File: config.mk
export PLATFORM = sky130hd
export DESIGN_NAME = go_back_n_sender
export DESIGN_NICKNAME = d
export VERILOG_FILES = /design/src/hdl/gbn_pkg.sv /design/src/hdl/gbn_store.sv /design/src/hdl/go_back_n_sender.sv
export SDC_FILE = /design/constraint.sdc
export NUM_CORES = 1
export LEC_CHECK = 0
export ABC_AREA = 1
export CORE_ASPECT_RATIO = 1.5
export CORE_MARGIN = 10
export CORE_UTILIZATION = 50
export CTS_BUF_LIST = sky130_fd_sc_hd__clkbuf_4 sky130_fd_sc_hd__clkbuf_8
export CTS_CLUSTER_DIAMETER = 60
export CTS_CLUSTER_SIZE = 28
export DETAILED_ROUTE_END_ITERATION = 16
export DONT_BUFFER_PORTS = 1
export SLEW_MARGIN = 10
export SYNTH_ARGS = -nofsm -noshare
export SYNTH_HDL_FRONTEND = slang
export SYNTH_SLANG_ARGS = --single-unit
File: constraint.sdc
create_clock -name clk -period 8.8 [get_ports clk]
set_clock_uncertainty 0.1 [all_clocks]
set_input_delay 0 -clock clk [delete_from_list [all_inputs] [get_ports clk]]
set_output_delay 0 -clock clk [all_outputs]
set_load 0.01 [all_outputs]
File: src/hdl/gbn_pkg.sv
`timescale 1ns / 1ps
// Package for the Go-Back-N sender: sequence constants, operation codes,
// FSM states and the payload store request struct. No dependencies.
package gbn_pkg;

	localparam int SEQ_W = 3;
	localparam int SEQ_SPACE = 1 << SEQ_W;
	localparam int WIN_W = 3;
	localparam logic [WIN_W-1:0] WINDOW_RESET = 3'd3;
	// At most SEQ_SPACE - 1 packets may be in flight.
	localparam logic [SEQ_W-1:0] SEQ_LIMIT = SEQ_W'(SEQ_SPACE - 1);

	typedef logic [SEQ_W-1:0] seq_t;

	typedef enum logic [1:0] {
		OP_SEND    = 2'd0,
		OP_ACK     = 2'd1,
		OP_TIMEOUT = 2'd2
	} op_t;

	typedef enum logic {
		ST_IDLE   = 1'b0,
		ST_RESEND = 1'b1
	} state_t;

	typedef struct packed {
		logic wr_en;
		seq_t wr_addr;
		seq_t rd_addr;
	} store_req_t;

endpackage

File: src/hdl/gbn_store.sv
`timescale 1ns / 1ps
// Payload store of the Go-Back-N sender: one entry per sequence number,
// one write port and one registered read port. Depends on gbn_pkg.
module gbn_store #(
	parameter int DATA_W = 64
) (
	input  logic                 clk,
	input  gbn_pkg::store_req_t  req,
	input  logic [DATA_W-1:0]    wr_data,
	output logic [DATA_W-1:0]    rd_data
);

	logic [DATA_W-1:0] mem [gbn_pkg::SEQ_SPACE];
	logic [DATA_W-1:0] rd_data_q;

	always_ff @(posedge clk) begin
		if (req.wr_en) begin
			mem[req.wr_addr] <= wr_data;
		end
	end

	// Read data is registered and shows up in the cycle after the address.
	always_ff @(posedge clk) begin
		rd_data_q <= mem[req.rd_addr];
	end

	assign rd_data = rd_data_q;

endmodule

File: src/hdl/go_back_n_sender.sv
`timescale 1ns / 1ps
// Top level of the Go-Back-N ARQ sender: window bookkeeping, command FSM
// and result register. Depends on gbn_pkg and gbn_store.
//
// Channel   Direction  Handshake                  Payload
// command   in         start, busy                operation, payload, ack_number,
//                                                 ack_checksum_ok, expired_seq
// config    in         cfg_valid, cfg_ready       cfg_data (window_size)
// result    out        result_valid (strobe)      accepted, tx_valid, tx_seq,
//                                                 tx_payload, timer_stop(_seq),
//                                                 timer_start(_seq), last
//
// A send, an ack, an unknown operation or a timeout with nothing in flight
// gives a single result, which appears in the cycle after the transfer.
// A timeout with packets in flight holds busy while the store is read
// one entry per cycle through its single read port, and the next command
// can be taken once busy drops. Reset clears the window (base and count)
// and sets window_size to 3; the payload store is not cleared.
// Results are strobed for one cycle and cannot be held off by the receiver.
module go_back_n_sender #(
	parameter int PAYLOAD_BITS = 64
) (
	input  logic                    clk,
	input  logic                    arst_n,
	// Command channel.
	input  logic                    start,
	output logic                    busy,
	input  logic [1:0]              operation,
	input  logic [PAYLOAD_BITS-1:0] payload,
	input  logic [2:0]              ack_number,
	input  logic                    ack_checksum_ok,
	input  logic [2:0]              expired_seq,
	// Configuration channel.
	input  logic                    cfg_valid,
	output logic                    cfg_ready,
	input  logic [2:0]              cfg_data,
	// Result channel.
	output logic                    result_valid,
	output logic                    accepted,
	output logic                    tx_valid,
	output logic [2:0]              tx_seq,
	output logic [PAYLOAD_BITS-1:0] tx_payload,
	output logic                    timer_stop,
	output logic [2:0]              timer_stop_seq,
	output logic                    timer_start,
	output logic [2:0]              timer_start_seq,
	output logic                    last
);

	gbn_pkg::state_t state_q, state_d;

	// Window state: oldest unacknowledged sequence number and the count.
	gbn_pkg::seq_t              base_q, base_d;
	logic [gbn_pkg::WIN_W-1:0]  outst_q, outst_d;
	logic [gbn_pkg::WIN_W-1:0]  window_q;

	// Resend walk: index into the window, packets to resend, expired timer.
	gbn_pkg::seq_t              idx_q, idx_d;
	logic [gbn_pkg::WIN_W-1:0]  cnt_q, cnt_d;
	gbn_pkg::seq_t              exp_q, exp_d;

	gbn_pkg::store_req_t        store_req;
	logic [PAYLOAD_BITS-1:0]    rd_data;

	// Next values of the result register.
	logic                    load_res;
	logic                    acc_d, txv_d, stop_d, sta_d, last_d;
	gbn_pkg::seq_t           txs_d, stops_d, stas_d;
	logic [PAYLOAD_BITS-1:0] txp_d;

	logic                    take;
	logic                    resend_last;
	gbn_pkg::seq_t           send_seq;
	gbn_pkg::seq_t           ack_off;
	logic                    win_full;

	assign busy      = (state_q == gbn_pkg::ST_RESEND);
	assign cfg_ready = 1'b1;
	assign take      = start && !busy;

	assign send_seq    = base_q + gbn_pkg::seq_t'(outst_q);
	assign ack_off     = ack_number - base_q;
	assign win_full    = (outst_q >= window_q) || (outst_q >= gbn_pkg::SEQ_LIMIT);
	assign resend_last = (idx_q == gbn_pkg::seq_t'(cnt_q - 1'b1));

	gbn_store #(
		.DATA_W (PAYLOAD_BITS)
	) u_store (
		.clk     (clk),
		.req     (store_req),
		.wr_data (payload),
		.rd_data (rd_data)
	);

	// Next state.
	always_comb begin
		state_d = state_q;
		unique case (state_q)
			gbn_pkg::ST_IDLE: begin
				if (take && (gbn_pkg::op_t'(operation) == gbn_pkg::OP_TIMEOUT) &&
				    (outst_q != '0)) begin
					state_d = gbn_pkg::ST_RESEND;
				end
			end
			gbn_pkg::ST_RESEND: begin
				if (resend_last) begin
					state_d = gbn_pkg::ST_IDLE;
				end
			end
			default: state_d = gbn_pkg::ST_IDLE;
		endcase
	end

	// Datapath and result values.
	always_comb begin
		load_res  = 1'b0;
		acc_d     = 1'b0;
		txv_d     = 1'b0;
		txs_d     = '0;
		txp_d     = '0;
		stop_d    = 1'b0;
		stops_d   = '0;
		sta_d     = 1'b0;
		stas_d    = '0;
		last_d    = 1'b0;
		base_d    = base_q;
		outst_d   = outst_q;
		idx_d     = idx_q;
		cnt_d     = cnt_q;
		exp_d     = exp_q;
		store_req = '{wr_en: 1'b0, wr_addr: send_seq, rd_addr: base_q};

		unique case (state_q)
			gbn_pkg::ST_IDLE: begin
				if (take) begin
					load_res = 1'b1;
					last_d   = 1'b1;
					case (gbn_pkg::op_t'(operation))
						gbn_pkg::OP_SEND: begin
							if (!win_full) begin
								store_req.wr_en = 1'b1;
								outst_d = outst_q + 1'b1;
								acc_d   = 1'b1;
								txv_d   = 1'b1;
								txs_d   = send_seq;
								txp_d   = payload;
								if (outst_q == '0) begin
									sta_d  = 1'b1;
									stas_d = send_seq;
								end
							end
						end
						gbn_pkg::OP_ACK: begin
							// A cumulative ack frees everything up to and
							// including the named packet.
							if (ack_checksum_ok && (outst_q != '0) &&
							    (gbn_pkg::WIN_W'(ack_off) < outst_q)) begin
								base_d  = ack_number + 1'b1;
								outst_d = outst_q - gbn_pkg::WIN_W'(ack_off) - 1'b1;
								stop_d  = 1'b1;
								stops_d = ack_number;
								if (outst_d != '0) begin
									sta_d  = 1'b1;
									stas_d = base_d;
								end
							end
						end
						gbn_pkg::OP_TIMEOUT: begin
							if (outst_q == '0) begin
								stop_d  = 1'b1;
								stops_d = expired_seq;
							end else begin
								// Start the walk; the first read is issued now.
								load_res = 1'b0;
								idx_d    = '0;
								cnt_d    = outst_q;
								exp_d    = expired_seq;
							end
						end
						default: begin
						end
					endcase
				end
			end
			gbn_pkg::ST_RESEND: begin
				load_res = 1'b1;
				txv_d    = 1'b1;
				txs_d    = base_q + idx_q;
				txp_d    = rd_data;
				last_d   = resend_last;
				if (idx_q == '0) begin
					stop_d  = 1'b1;
					stops_d = exp_q;
					sta_d   = 1'b1;
					stas_d  = base_q;
				end
				store_req.rd_addr = base_q + idx_q + 1'b1;
				idx_d = idx_q + 1'b1;
			end
			default: begin
			end
		endcase
	end

	always_ff @(posedge clk or negedge arst_n) begin
		if (!arst_n) begin
			state_q      <= gbn_pkg::ST_IDLE;
			base_q       <= '0;
			outst_q      <= '0;
			window_q     <= gbn_pkg::WINDOW_RESET;
			idx_q        <= '0;
			cnt_q        <= '0;
			exp_q        <= '0;
			result_valid <= 1'b0;
		end else begin
			state_q      <= state_d;
			base_q       <= base_d;
			outst_q      <= outst_d;
			idx_q        <= idx_d;
			cnt_q        <= cnt_d;
			exp_q        <= exp_d;
			result_valid <= load_res;
			if (cfg_valid && cfg_ready) begin
				window_q <= cfg_data;
			end
		end
	end

	// Result payload register; qualified by result_valid.
	always_ff @(posedge clk) begin
		if (load_res) begin
			accepted        <= acc_d;
			tx_valid        <= txv_d;
			tx_seq          <= txs_d;
			tx_payload      <= txp_d;
			timer_stop      <= stop_d;
			timer_stop_seq  <= stops_d;
			timer_start     <= sta_d;
			timer_start_seq <= stas_d;
			last            <= last_d;
		end
	end

endmodule
# Yosys cells after proc, flatten, opt, wreduce, memory -nomap -nowiden
# Memories as Yosys holds them, arrays and structs flattened. A register that Yosys moved wholly into a read port is not among the register bits.
# Index checks and enable logic that the tools add are counted.
[classes] add_sub_neg=10 order_cmp=3 n_eq_ne=8 n_mux=57 bitwise=2 n_reduce_logical=17
[ops] operator="two-way mux 64 bit" count=3
[ops] operator="case mux 64 bit (2 select lines)" count=1
[ops] operator="two-way mux 3 bit" count=19
[ops] operator="case mux 3 bit (2 select lines)" count=7
[ops] operator="two-way mux 1 bit" count=19
[ops] operator="case mux 1 bit (2 select lines)" count=8
[ops] operator="adder 3 x 1 -> 3 bit, second input constant" count=4
[ops] operator="!= test 2 bit, second input constant" count=5
[ops] operator="AND reduction 4 bit" count=2
[ops] operator="adder 3 bit" count=2
[ops] operator="logical NOT 3 bit" count=2
[ops] operator="nonzero test 3 bit" count=2
[ops] operator="subtractor 3 x 1 -> 3 bit, second input constant" count=2
[ops] operator="subtractor 3 bit" count=2
[ops] operator="logical AND 1 bit" count=5
[ops] operator="AND reduction 5 bit" count=1
[ops] operator="== test 3 bit" count=1
[ops] operator=">= comparator 3 bit" count=1
[ops] operator=">= comparator 3 bit, second input constant" count=1
[ops] operator="less-than comparator 3 bit" count=1
[ops] operator="AND reduction 3 bit" count=1
[ops] operator="== test 2 x 1 -> 1 bit, second input constant" count=1
[ops] operator="== test 2 bit, second input constant" count=1
[ops] operator="logical NOT 2 bit" count=1
[ops] operator="other kinds (4)" count=5
[totals] register_bits=98 ramBits=512 inputBits=80 out_inout_bits=81 wordCells=115 mem_count=1
[mem_list] memory="u_store.mem" words=8 width=64 read_ports=1 rd_ports_with_merged_regs=1 wr=1 line_no="gbn_store.sv:13" source="logic [DATA_W-1:0] mem [gbn_pkg::SEQ_SPACE];"

# Depth between registers and ports, before layout
[logic_depth] depth_word=9 ltp_mapped=16 ltp_nobuf=16

# Modules after synthesis
# Synthesis repeated with hierarchy kept, for this count alone.
[hier_totals] cells_unflattened=2824 area_unflattened_um2=28881.4
[by_module_without_submodules] mod="gbn_store" n_inst=1 cells_each=2294 area_per_inst_um2=23657.7 seq_area_each_um2=16656.0
[by_module_without_submodules] mod="go_back_n_sender" n_inst=1 cells_each=530 area_per_inst_um2=5223.8 seq_area_each_um2=2845.2

# Worst setup path before layout
# OpenSTA, ideal clock, no wires.
[synth_path] path_kind="reg2reg" startpoint="register outst_q[0] (netlist bit)" endpoint="memory u_store.mem[0][0], enable pin" setup_time_ps=486 arrival_time_ps=4334 t_required_ps=8214 path_slack_ps=3879 path_stages_with_launch=9 path_buffers=0 synth_period_minus_slack_ps=4921 cell_sequence="dfrtp_1 > ha_1 > ha_1 > nor2_1 > nand3_1 > nor2_2 > nand3_1 > or2_2 > nor2_1"
[synth_between] elab_chain_len=8 elab_cells_between_ends=10 classes_between="add/sub (1); order compare (2); mux (6); reduce/logical (1)"
[synth_rtl] element="start: declaration" line_no="go_back_n_sender.sv:54" source="logic [gbn_pkg::WIN_W-1:0] outst_q, outst_d;"
[synth_rtl] element="start signal: assignment" line_no="go_back_n_sender.sv:218" source="outst_q <= outst_d;"
[synth_rtl] element=">= comparator 3 bit" line_no="go_back_n_sender.sv:83" source="assign win_full = (outst_q >= window_q) || (outst_q >= gbn_pkg::SEQ_LIMIT);"
[synth_rtl] element="logical OR 1 bit" line_no="go_back_n_sender.sv:83"
[synth_rtl] element="two-way mux 1 bit" line_no="go_back_n_sender.sv:140" source="if (!win_full) begin"
[synth_rtl] element="two-way mux 1 bit" line_no="go_back_n_sender.sv:138" source="case (gbn_pkg::op_t'(operation))"
[synth_rtl] element="two-way mux 1 bit"
[synth_rtl] element="two-way mux 1 bit" line_no="go_back_n_sender.sv:133" source="unique case (state_q)"
[synth_rtl] element="two-way mux 1 bit" line_no="gbn_store.sv:17" source="if (req.wr_en) begin"
[synth_rtl] element="two-way mux 1 bit (not written as such)" line_no="gbn_store.sv:18" source="mem[req.wr_addr] <= wr_data;"
[synth_rtl] element="end: declaration" line_no="gbn_store.sv:13"
# Parallel ways exist; a longest one is shown, timed or not.

# Final worst setup path
[layout_path] startpoint="register state_q (netlist: busy)" endpoint="memory u_store.mem[5][28], enable pin"
[layout_between] elab_chain_len=6
[layout_rtl] element="start: declaration" line_no="go_back_n_sender.sv:50" source="gbn_pkg::state_t state_q, state_d;"
[layout_rtl] element="start signal: assignment" line_no="go_back_n_sender.sv:207" source="state_q <= gbn_pkg::ST_IDLE;"
[layout_rtl] element="start signal: assignment" line_no="go_back_n_sender.sv:216" source="state_q <= state_d;"
[layout_rtl] element="logical NOT 1 bit" line_no="go_back_n_sender.sv:79" source="assign take = start && !busy;"
[layout_rtl] element="logical AND 1 bit" line_no="go_back_n_sender.sv:79"
[layout_rtl] element="two-way mux 1 bit"
[layout_rtl] element="two-way mux 1 bit (*)" line_no="go_back_n_sender.sv:133"
[layout_rtl] element="two-way mux 1 bit (*)" line_no="gbn_store.sv:17"
[layout_rtl] element="two-way mux 1 bit (not written as such) (*)" line_no="gbn_store.sv:18"
# Mark *: on every way between the ends. The rest lies on a longest branch, timed or not.

==> results.json <==
{
  "status": "finished clean",
  "final_util": 0.549,
  "coreArea_sq_um": 53600,
  "synth_top_cell_area_share": 0.655,
  "slew_violations": 0,
  "r2r_end": "u_store.mem[5][28]",
  "postPlaceCellArea_sq_um": 27500,
  "gp_congestion": 0.878,
  "cp-startpoint": "busy",
  "vias": 16000,
  "wl_per_cell_um": 18.8,
  "grt_pass1_vias": 15600,
  "p_int_mw": 5.92,
  "dp_hpwl_mm": 30.5,
  "power.leakage_nw": 11.6,
  "fin_tns_setup_ps": 0,
  "yosys.area.top_type": "edfxtp_1",
  "swShare": 0.414,
  "cts_max_level": 2,
  "tightest_slew_ps": 1170,
  "cts_resized": 0,
  "ir_drop_uv": 466,
  "min_period_over_period": 0.577,
  "r2r_start": "busy",
  "cts_root_buffer": "clkbuf_8",
  "hold_ws_ps": 107,
  "drt-initial-drc-count": 1117,
  "max-cap-violations": 0,
  "yosysUniqueCellTypes": 30,
  "fp-row-count": 104,
  "ant_nets": 0,
  "hold_viol_final": 0,
  "ys_async_sr_fraction": 0.0297,
  "grt_usage": 0.177,
  "vias_per_cell": 5.22,
  "critPathLaunchType": "register",
  "die_h_um": 305,
  "clock_power_share": 0.159,
  "largest-register": "u_store.mem",
  "start_util": 0.504,
  "max_slew_margin": 0.222,
  "criticalPathCategory": "register to register",
  "fillers": 4500,
  "antenna_found_initial": 7,
  "instances_no_fill": 3073,
  "clockBufferDepth": 3,
  "grt_max_degree": 208,
  "ys_ff_latch": 674,
  "final_cell_area_sq_um": 29400,
  "syn_to_final_growth_pct": 8.81,
  "drive_gt1_frac": 0.0421,
  "fmax_mhz": 197,
  "synth_flop_cell": "edfxtp_1",
  "r2r_cells": 9,
  "ios": 161,
  "ys_warn_count": 0,
  "path_clk_slew_ps": 160,
  "synth_common_cells": "nand2_1, edfxtp_1, inv_1",
  "rrSetupSlack_ps": 3720,
  "crit_arrival_ps": 5250,
  "endpoint_kind": "register",
  "portBuffers": 0,
  "seqCellArea_sq_um": 19500,
  "synth_area_sq_um": 27000,
  "avgSynthCellArea_sq_um": 11.7,
  "grt_first_pass_wirelength_mm": 90.2,
  "p_switching_mw": 4.18,
  "yosysSeqAreaShare": 0.721,
  "multi_input_area_sq_um": 5910,
  "die_x_um": 210,
  "gr-total-overflow": 0,
  "cp_data_required_time_ps": 8980,
  "dp.cells": 2906,
  "min_path_type": "primary input to register",
  "fin_nets": 2458,
  "clock_latency_ps": 630,
  "power_density_nw_per_um2": 343,
  "setup_viol": 0,
  "drc": 0,
  "drt_wl_total_mm": 57.8,
  "rsz0062_at_grt": "false",
  "endpoint": "u_store.mem[5][28]",
  "power_frac_comb": 0.408,
  "period_needed_ps": 5080,
  "synthesis.instances": 2315,
  "clkSinkCount": 674,
  "die_area_sq_um": 64000,
  "drt_pass1_iterations": 5,
  "cts_tree": "yes",
  "cts_buffers": 36,
  "synth_edf_count": 590,
  "synth_nets": 2420,
  "yosysMostFrequentCell": "nand2_1",
  "largest_reg_flops": 512,
  "yosys-top-cells-area": "edfxtp_1, nand2_1, dfxtp_1",
  "crit_fanout": 77,
  "seqPwrFrac": 0.434
}
## per-layer routing
layer	track usage	up-vias	part of all wire
met5	0	-	0.00036
met4	0.0446	4	0.019
met1	0.229	7764	0.44
met3	0.0312	72	0.048
met2	0.303	318	0.50
li1	-	7889	-
## stage by stage
step	power, mW	setup slack [ps]
floorplan	7.63	3880
global placement	8.42	3660
detailed placement	8.53	3490
CTS	10.2	3480
global route	11.0	3340
finish	10.1	3720
## layout by cell type, fill, tap and decap left out, types with 2 or more instances in the layout
master,netlist,routed
ha_1,21,21
nand3_1,16,16
inv_2,3,3
dlygate4sd3_1,0,97
o21ai_1,32,32
o21ai_0,117,117
edfxtp_1,590,590
a21oi_1,135,135
nand2_4,0,3
nand2_1,738,737
diode_2,0,6
xor2_1,3,3
clkinvlp_4,0,2
clkbuf_8,0,37
fa_1,4,4
dfxtp_1,64,64
nand4_1,3,3
or2_2,2,2
inv_16,0,2
inv_1,292,292
buf_4,27,14
xnor2_1,4,4
clkinv_1,0,3
o21ai_4,0,2
dfrtp_1,18,17
buf_12,0,2
o22ai_1,2,2
bufinv_16,0,4
nor2_4,0,8
clkinv_8,0,4
inv_6,0,2
nor2_1,18,10
o211ai_1,128,128
clkbuf_4,0,5
dfstp_2,2,2
## area by class of cell
cell class | instances | area share
repair buffers | 114 | 0.0389
well taps | 689 | 0.0293
inverters | 295 | 0.0376
multi-input cells | 1232 | 0.201
clock inverters | 21 | 0.0114
diodes | 6 | 0.000510
clock buffers | 42 | 0.0186
flip-flops and latches | 674 | 0.663
## cells by family after synthesis
logic type | count (synthesis) | synth area share
and+or+nand+nor | 780 | 0.110
DFF | 674 | 0.721
AOI/OAI and AO/OA | 418 | 0.0898
buffers and inverters | 409 | 0.0638
adders and majority gates | 25 | 0.0127
xor gates and xnor gates | 7 | 0.00227
other | 1 | 0.000139
muxes | 1 | 0.000416
## how the worst min path moves through the flow
stage	endpoint	slack, ps	start	cells past startpoint
floorplan	base_q[0]	-400	arst_n	0
global placement	result_valid	-390	arst_n	0
detailed placement	result_valid	-390	arst_n	0
CTS	u_store.mem[2][18]	60	payload[18]	1
global route	u_store.mem[2][18]	80	payload[18]	1
finish	u_store.mem[2][18]	110	payload[18]	1
## worst max-delay path, cell delays in order, from the launching register on
cell and delay, ps:
dfrtp_4 900, inv_2 330, nand2_1 160, inv_2 140, nand3_1 170, inv_2 80, buf_4 710, nand2_1 470
nor2_4 930, buf_4 660
## what timing repair did
item / 4_1_cts / 5_1_grt
hold buffers: 97 / 0
buffers inserted: 0 / 0
endpoints found under the hold margin: 645 / 0
## power by group through the flow
stage                     Sequential (mW)  Combinational, mW  Clock, mW
after detailed placement             4.47               4.06          0
final                                4.38               4.11       1.60
after floorplan                      4.31               3.31          0
after CTS                            4.39               4.16       1.66
after global placement               4.46               3.96          0
after global routing                 4.44               4.77       1.75
No activity file was read; power rests on OpenSTA's default activity.
